File: src/lec_pkg.sv
// lec_pkg: shared types and constants for the utf16 line ending converter
// used by lec_xlate and utf16_line_ending_converter; no dependencies
package lec_pkg;

  localparam logic [15:0] CH_LF   = 16'h000A;
  localparam logic [15:0] CH_CR   = 16'h000D;
  localparam logic [15:0] MARK_LE = 16'hFEFF;
  localparam logic [15:0] MARK_BE = 16'hFFFE;
  localparam logic [15:0] CH_NUL  = 16'h0000;

  // conversion modes; code 3 acts as MODE_LF_CRLF
  localparam logic [1:0] MODE_LF_CRLF = 2'd0;
  localparam logic [1:0] MODE_CRLF_LF = 2'd1;
  localparam logic [1:0] MODE_LATIN1  = 2'd2;
  localparam logic [1:0] MODE_ALIAS   = 2'd3;

  // result status codes
  localparam logic [1:0] ST_OK       = 2'd0;
  localparam logic [1:0] ST_OVERFLOW = 2'd1;
  localparam logic [1:0] ST_BE_MARK  = 2'd2;

  // configuration register indexes
  localparam logic [1:0] REG_MODE     = 2'd0;
  localparam logic [1:0] REG_EXPAND   = 2'd1;
  localparam logic [1:0] REG_CAPACITY = 2'd2;

  localparam int CFG_W       = 17;
  localparam int GRP_DEPTH   = 4;
  localparam logic [16:0] CAPACITY_RESET = 17'h10000;

  typedef struct packed {
    logic [15:0] in_unit;
    logic        src_last;
  } in_item_t;

  typedef struct packed {
    logic [15:0] out_unit;
    logic        out_last;
    logic [1:0]  status;
  } out_item_t;

  // string state flags
  typedef struct packed {
    logic held_cr;
    logic at_start;
    logic skipping;
  } str_flags_t;

  typedef struct packed {
    logic [1:0] mode;
    logic       expand;
  } cvt_cfg_t;

  // results caused by one input transaction
  typedef struct packed {
    out_item_t [GRP_DEPTH-1:0] entry;
    logic [2:0]                cnt;
  } res_grp_t;

endpackage

File: src/utf16_line_ending_converter.sv
// utf16_line_ending_converter: top level with config registers, string state,
// result group buffer and output register; uses lec_pkg and lec_xlate
//
//  channel | handshake             | payload
//  --------+-----------------------+-------------------------------------
//  input   | in_valid / in_stall   | in_item  (in_unit, src_last)
//  output  | out_valid / out_stall | out_item (out_unit, out_last, status)
//  config  | cfg_we                | cfg_index, cfg_data
//
// an input transaction is translated combinationally into a group of 0 to 4
// result units; the group drains through the output register at one unit a
// cycle while the output is not stalled
// the next item is taken in the cycle the last unit of the group moves out
// reset is synchronous; no clearing pass
module utf16_line_ending_converter #(
  parameter int MAX_OUTPUT_UNITS = 65536
) (
  input  logic                       clk,
  input  logic                       rst,
  input  logic                       in_valid,
  output logic                       in_stall,
  input  lec_pkg::in_item_t          in_item,
  output logic                       out_valid,
  input  logic                       out_stall,
  output lec_pkg::out_item_t         out_item,
  input  logic                       cfg_we,
  input  logic [1:0]                 cfg_index,
  input  logic [lec_pkg::CFG_W-1:0]  cfg_data
);

  localparam int PW = $clog2(MAX_OUTPUT_UNITS + 1);
  localparam int CW = (PW > lec_pkg::CFG_W) ? PW : lec_pkg::CFG_W;

  logic [1:0]          mode;
  logic                expand;
  logic [16:0]         capacity;
  lec_pkg::str_flags_t flags;
  lec_pkg::str_flags_t flags_next;
  logic [PW-1:0]       pos;
  logic [PW-1:0]       pos_next;
  logic [PW-1:0]       cap_now;
  lec_pkg::res_grp_t   grp;
  lec_pkg::res_grp_t   grp_new;
  logic                out_load;
  logic                in_fire;

  // effective capacity is the smaller of the register and the hard limit
  assign cap_now = (CW'(capacity) > CW'(MAX_OUTPUT_UNITS)) ? PW'(MAX_OUTPUT_UNITS)
                                                          : PW'(capacity);

  lec_xlate #(.PW(PW)) u_xlate (
    .item       (in_item),
    .flags      (flags),
    .pos        (pos),
    .cfg        ({mode, expand}),
    .cap_now    (cap_now),
    .grp        (grp_new),
    .flags_next (flags_next),
    .pos_next   (pos_next)
  );

  assign out_load = (grp.cnt != 3'd0) && (!out_valid || !out_stall);
  assign in_stall = !((grp.cnt == 3'd0) || (grp.cnt == 3'd1 && out_load));
  assign in_fire  = in_valid && !in_stall;

  always_ff @(posedge clk) begin
    if (rst) begin
      mode     <= lec_pkg::MODE_LF_CRLF;
      expand   <= 1'b0;
      capacity <= lec_pkg::CAPACITY_RESET;
      flags    <= '{held_cr: 1'b0, at_start: 1'b1, skipping: 1'b0};
      pos      <= '0;
    end else begin
      if (cfg_we) begin
        case (cfg_index)
          lec_pkg::REG_MODE:     mode <= cfg_data[1:0];
          lec_pkg::REG_EXPAND:   expand <= cfg_data[0];
          lec_pkg::REG_CAPACITY: capacity <= cfg_data;
          default: ;
        endcase
      end
      // a mode write restarts the string
      if (cfg_we && cfg_index == lec_pkg::REG_MODE) begin
        flags <= '{held_cr: 1'b0, at_start: 1'b1, skipping: 1'b0};
        pos   <= '0;
      end else if (in_fire) begin
        flags <= flags_next;
        pos   <= (flags_next.at_start) ? '0 : pos_next;
      end
    end
  end

  // result group buffer
  always_ff @(posedge clk) begin
    if (rst) begin
      grp.cnt <= 3'd0;
    end else if (in_fire) begin
      grp.cnt <= grp_new.cnt;
    end else if (out_load) begin
      grp.cnt <= grp.cnt - 3'd1;
    end
    if (in_fire) begin
      grp.entry <= grp_new.entry;
    end else if (out_load) begin
      for (int k = 0; k < lec_pkg::GRP_DEPTH - 1; k++) begin
        grp.entry[k] <= grp.entry[k+1];
      end
    end
  end

  // output register
  always_ff @(posedge clk) begin
    if (rst) begin
      out_valid <= 1'b0;
    end else if (out_load) begin
      out_valid <= 1'b1;
    end else if (!out_stall) begin
      out_valid <= 1'b0;
    end
  end

  always_ff @(posedge clk) begin
    if (out_load) begin
      out_item <= grp.entry[0];
    end
  end

  a_grp_depth: assert property (@(posedge clk) disable iff (rst)
    grp.cnt <= 3'(lec_pkg::GRP_DEPTH))
    else $error("result group count beyond depth");

  a_status_last: assert property (@(posedge clk) disable iff (rst)
    out_valid && out_item.status != lec_pkg::ST_OK |-> out_item.out_last)
    else $error("error status without end of string");

  a_skip_silent: assert property (@(posedge clk) disable iff (rst)
    in_fire && flags.skipping |=> grp.cnt == 3'd0)
    else $error("skipped transaction produced results");

endmodule

File: src/lec_xlate.sv
// lec_xlate: translates one source unit into its group of result units,
// applies the capacity check and computes the next string state; uses lec_pkg
module lec_xlate #(
  parameter int PW = 17
) (
  input  lec_pkg::in_item_t   item,
  input  lec_pkg::str_flags_t flags,
  input  logic [PW-1:0]       pos,
  input  lec_pkg::cvt_cfg_t   cfg,
  input  logic [PW-1:0]       cap_now,
  output lec_pkg::res_grp_t   grp,
  output lec_pkg::str_flags_t flags_next,
  output logic [PW-1:0]       pos_next
);

  localparam int DW = (PW > 3) ? PW : 3;

  logic [1:0]  mode;
  logic [15:0] unit;
  logic        term;
  logic        is_be;
  logic [3:0][15:0] cu;
  logic [3:0]  cl;
  logic [2:0]  n;
  logic        held_new;
  logic [DW-1:0] diff;
  logic [2:0]  room;
  logic [2:0]  ok_cnt;
  logic        failed;

  assign mode  = (cfg.mode == lec_pkg::MODE_ALIAS) ? lec_pkg::MODE_LF_CRLF : cfg.mode;
  assign unit  = (mode == lec_pkg::MODE_LATIN1) ? {8'h00, item.in_unit[7:0]} : item.in_unit;
  assign term  = (unit == lec_pkg::CH_NUL);
  assign is_be = flags.at_start && (mode != lec_pkg::MODE_LATIN1) && (unit == lec_pkg::MARK_BE);

  // candidate units before the capacity check
  always_comb begin
    cu = '0;
    cl = '0;
    n = 3'd0;
    held_new = flags.held_cr;
    if (flags.at_start && mode == lec_pkg::MODE_CRLF_LF && unit != lec_pkg::MARK_LE) begin
      cu[n[1:0]] = lec_pkg::MARK_LE;
      n = n + 3'd1;
    end
    if (!term) begin
      case (mode)
        lec_pkg::MODE_CRLF_LF: begin
          if (flags.held_cr) begin
            if (unit == lec_pkg::CH_LF) begin
              cu[n[1:0]] = lec_pkg::CH_LF;
              n = n + 3'd1;
              held_new = 1'b0;
            end else begin
              cu[n[1:0]] = lec_pkg::CH_CR;
              n = n + 3'd1;
              if (unit == lec_pkg::CH_CR) begin
                held_new = 1'b1;
              end else begin
                cu[n[1:0]] = unit;
                n = n + 3'd1;
                held_new = 1'b0;
              end
            end
          end else if (unit == lec_pkg::CH_CR) begin
            held_new = 1'b1;
          end else begin
            cu[n[1:0]] = unit;
            n = n + 3'd1;
          end
        end
        lec_pkg::MODE_LATIN1: begin
          if (unit == lec_pkg::CH_LF) begin
            cu[n[1:0]] = lec_pkg::CH_CR;
            n = n + 3'd1;
          end
          cu[n[1:0]] = unit;
          n = n + 3'd1;
          held_new = 1'b0;
        end
        default: begin
          if (flags.held_cr && cfg.expand && unit != lec_pkg::CH_LF) begin
            cu[n[1:0]] = lec_pkg::CH_LF;
            n = n + 3'd1;
          end
          if (flags.at_start && unit == lec_pkg::MARK_LE) begin
            // leading LE mark dropped
          end else if (unit == lec_pkg::CH_LF && !flags.held_cr) begin
            cu[n[1:0]] = lec_pkg::CH_CR;
            cu[n[1:0] + 2'd1] = lec_pkg::CH_LF;
            n = n + 3'd2;
          end else begin
            cu[n[1:0]] = unit;
            n = n + 3'd1;
          end
          held_new = (unit == lec_pkg::CH_CR);
        end
      endcase
    end
    if (term || item.src_last) begin
      if (held_new) begin
        if (mode == lec_pkg::MODE_LF_CRLF && cfg.expand) begin
          cu[n[1:0]] = lec_pkg::CH_LF;
          n = n + 3'd1;
        end else if (mode == lec_pkg::MODE_CRLF_LF) begin
          cu[n[1:0]] = lec_pkg::CH_CR;
          n = n + 3'd1;
        end
      end
      cu[n[1:0]] = lec_pkg::CH_NUL;
      cl[n[1:0]] = 1'b1;
      n = n + 3'd1;
    end
  end

  // room left in the destination, saturated at the group depth
  assign diff = DW'(cap_now) - DW'(pos);
  always_comb begin
    if (pos >= cap_now) begin
      room = 3'd0;
    end else if (diff >= DW'(lec_pkg::GRP_DEPTH)) begin
      room = 3'(lec_pkg::GRP_DEPTH);
    end else begin
      room = diff[2:0];
    end
  end
  assign failed = (n > room);
  assign ok_cnt = failed ? room : n;
  assign pos_next = PW'(DW'(pos) + DW'(ok_cnt));

  always_comb begin
    grp = '0;
    for (int k = 0; k < lec_pkg::GRP_DEPTH; k++) begin
      if (3'(k) < ok_cnt) begin
        grp.entry[k] = '{out_unit: cu[k], out_last: cl[k], status: lec_pkg::ST_OK};
      end else begin
        grp.entry[k] = '{out_unit: lec_pkg::CH_NUL, out_last: 1'b1,
                         status: lec_pkg::ST_OVERFLOW};
      end
    end
    if (is_be) begin
      grp.entry[0] = '{out_unit: lec_pkg::CH_NUL, out_last: 1'b1,
                       status: lec_pkg::ST_BE_MARK};
    end
    if (flags.skipping) begin
      grp.cnt = 3'd0;
    end else if (is_be) begin
      grp.cnt = 3'd1;
    end else begin
      grp.cnt = failed ? ok_cnt + 3'd1 : ok_cnt;
    end
  end

  // string state after this transaction
  always_comb begin
    if (flags.skipping) begin
      flags_next = flags;
      if (item.src_last) begin
        flags_next = '{held_cr: 1'b0, at_start: 1'b1, skipping: 1'b0};
      end
    end else if (is_be) begin
      flags_next = '{held_cr: flags.held_cr, at_start: 1'b0, skipping: 1'b1};
      if (item.src_last) begin
        flags_next = '{held_cr: 1'b0, at_start: 1'b1, skipping: 1'b0};
      end
    end else if (term || item.src_last) begin
      flags_next = '{held_cr: 1'b0, at_start: 1'b1, skipping: term && !item.src_last};
    end else begin
      flags_next = '{held_cr: held_new, at_start: 1'b0, skipping: failed};
    end
  end

endmodule

File: config.mk
export PLATFORM = sky130hd
export DESIGN_NAME = utf16_line_ending_converter
export DESIGN_NICKNAME = d
export VERILOG_FILES = /design/src/lec_pkg.sv /design/src/utf16_line_ending_converter.sv /design/src/lec_xlate.sv
export SDC_FILE = /design/constraint.sdc
export NUM_CORES = 1
export LEC_CHECK = 0
export BUFFER_PORTS_ARGS = -buffer_cell sky130_fd_sc_hd__buf_4
export CORE_ASPECT_RATIO = 1.2
export CORE_MARGIN = 3
export CORE_UTILIZATION = 35
export CTS_BUF_LIST = sky130_fd_sc_hd__clkbuf_4
export DETAILED_ROUTE_END_ITERATION = 12
export GPL_ROUTABILITY_DRIVEN = 0
export SYNTH_ARGS = -nofsm -noshare
export SYNTH_HDL_FRONTEND = slang
export SYNTH_SLANG_ARGS = --single-unit
File: constraint.sdc
create_clock -name clk -period 8 [get_ports clk]
set_clock_uncertainty 0.2 [all_clocks]
set_input_delay 0.8 -clock clk [delete_from_list [all_inputs] [get_ports clk]]
set_output_delay 0.8 -clock clk [all_outputs]
set_load 0.005 [all_outputs]
==> metrics <==
largest net degree at the start of global routing=46; worst setup margin=between 0.6 and 0.7 ns; Tcrit/Tclk final=between 90% and 100%; Clk Latency, worst-skew pair=roughly 0.57 ns; slew margin rel.=43.7%; f_max=136 MHz; Hold Path Class=in2reg; Data required, critical path=slightly above 8 ns; Yosys top cell by area=edfxtp_1; # hold bufs at CTS=0; Num CTS Buffers=17; number of flops mapped to enable cells by yosys=92; num rows=63; final net count=1,180; net count after synthesis=1,119; P per Cell Area=around 260 nW/um^2; Reg clk slew, reported paths=about 0.13 ns; RSZ-0062 raised after global routing=no; DR iter-0 viols=682; share of cells above drive strength 1=between 10% and 20%; critical path class=reg2reg; post-synthesis mux area share=less than 1%; Synth top area share=between 30% and 40%; Max Slew Vio Count=0; Netlist cell types=between 80 and 90; PortBufs=between 60 and 70; WHS=between 0.2 and 0.25 ns; VDD IR max=around 0.00012 V; chip height=~180 um; full die area=about 28,000 sq um; CP max stage delay=between 0.6 and 0.7 ns; Mapped Cells=1,030; Yosys warning total=0; maxcap violations=0; Starting Density=between 30% and 40%; vias post-DR=approximately 8,000; Setup crit end kind=flip-flop; Yosys reg bits=roughly 140; Die Wd=152 um; first-pass GRT wire length=between 40,000 and 50,000 um; CTS tree=yes; CP Launch Type=flip-flop; maximum clock path buffer count=2; grt total ovfl=0; Clock Tree Root=clkbuf_4; Seq/Total Area, Yosys=40.6%; status=finished clean; post-synth design cell area=between 8000 and 9000 sq um; core area=25,000 sq um; Compound-Gate Fraction of Synth Area=around 22%; Top cell by count, worst path=ha_1; drt first pass iters=5; H-tree Lvls=4; per-cell routed wire length=roughly 18 um; setup violators final=0; final instance count without filler cells=approximately 1,400; post-synthesis average cell area=between 8 and 9 sq um; vias in the first global route=roughly 7,800; adder-cell share of the synthesized area=between 6 and 7%; vias per std cell=about 5.6; top cells by area, synth=edfxtp_1, dfxtp_1, nand2_1, ha_1, a21oi_1; XOR/XNOR Fraction of Synth Area=under 10%; Crit Path Max Fanout=11; Placed Cells=around 1,400; initial antenna violation count=1; Lkg Pwr=between 3 and 4 nW; Antenna Nets Post-Route=0; setup_tns=0 ns; DRC errors left=0; CP max stage cell=or4_1; pre-CTS setup slack=about 0.034 ns; area delta synth->final=13.3%; post-detail-place hpwl=between 15,000 and 20,000 um; Post-synth ARST share=0%; Ports=slightly above 60; largest family of logic cells by synthesized area=simple AND/OR/NAND/NOR gates; Final Hold Fails=0; Worst Tran Pin Value=~0.84 ns; post-layout min period=roughly 7.4 ns; overall routing resource usage=18.5%; Simple-Gate Fraction of Synth Area=a little under a quarter; Post-Route WL=25,800 um; Critical Path AT=between 7 and 8 ns; Clock Sinks=about 140; Post-synth top flop=edfxtp_1
## cells by family after synthesis
kind of cell	after synthesis
xor+xnor	22
fa+ha+maj	48
compound gates	297
mux	6
simple gates	413
buf+inv	108
flops	136
## cells in the final DEF (no fill, tap or decap), types with 44 or more instances in the layout
master,count
inv_1,55
nor2_1,73
buf_4,95
o21ai_0,72
dfxtp_1,44
a21oi_1,76
edfxtp_1,92
nand2_1,155
ha_1,46
## repair_timing
action,in CTS,in global routing
resized for setup,0,8
setup endpoints to repair,0,11
setup buffers,0,3
## sequential cells by signal (all words and copies together) (netlist names)
| signal | flops |
|---|---|
| mode | 2 |
| out_item | 19 |
| pos | 17 |
| out_valid | 1 |
| capacity | 17 |
| expand | 1 |
| grp | 76 |
| flags | 3 |
## cell usage after synthesis (all sizes together), types with 4 or more instances
cell	instances
nand2	157
edfxtp	92
o21ai	89
a21oi	78
nor2	73
inv	55
ha	46
dfxtp	44
clkbuf	38
nand3	33
nor3	33
nor2b	31
xnor2	19
nand2b	16
buf	15
nor4	15
a32o	14
a21o	13
a211oi	12
o211ai	10
and3	9
o21a	9
nand4	8
a31oi	7
and2	7
or3	7
a22o	6
o221ai	6
a21boi	5
a2111oi	4
nand3b	4
o21ba	4
o31ai	4
or2	4
## power by group
group,total [W],internal [W],switching (W)
logic,0.000970,0.000355,0.000615
registers,0.00119,0.00112,0.0000705
clock network,0.000444,0.000180,0.000264
total,0.00261,0.00166,0.000950
## routing by layer
layer	wire length, um	GRT usage (%)
met1	11700	24.9
met2	11400	28.9
met3	1790	4.03
met4	919	7.99
met5	0	0
## through the flow
| step | area, sq um | power (W) | util, % |
|---|---|---|---|
| after floorplan | 8980 | 0.00182 | - |
| after global placement | 9840 | 0.00217 | 39.4 |
| after detailed placement | 9840 | 0.00219 | 39.4 |
| after CTS | 10100 | 0.00263 | 40.4 |
| after global routing | 10200 | 0.00279 | 40.7 |
| final | 10200 | 0.00261 | 40.7 |
## layout make-up
class                   count  area, sq um
clock buffers              17          128
repair buffers             95          713
multi-input cells         786         4940
inverters                  55          206
well taps                 325          407
fillers                  2506        14800
diodes                      1         2.50
clock inverters            14          134
flip-flops and latches    136         3640
## final timing paths
path                                  start                   endpoint  slack [ns]  cells after the start
setup / recovery  capacity[15]$_SDFFE_PP0P_       pos[16]$_SDFFE_PP0P_        0.63                     27
hold / removal                 cfg_data[16]  capacity[16]$_SDFFE_PP1P_        0.22                      2
hold reg to reg        grp[4]$_SDFFCE_PN0P_      out_item[1]$_DFFE_PP_        0.23                      0
setup reg to reg  capacity[15]$_SDFFE_PP0P_       pos[16]$_SDFFE_PP0P_        0.63                     27
## worst max-delay path, delay by kind of cell, from the launching register on
| family | cells | cell delay [ns] |
|---|---|---|
| fa+ha+maj | 4 | 1.13 |
| xor+xnor | 1 | 0.15 |
| compound gates | 10 | 2.51 |
| flops | 1 | 0.34 |
| simple gates | 12 | 2.92 |
Note: power is estimated with default switching activity, not from simulation.
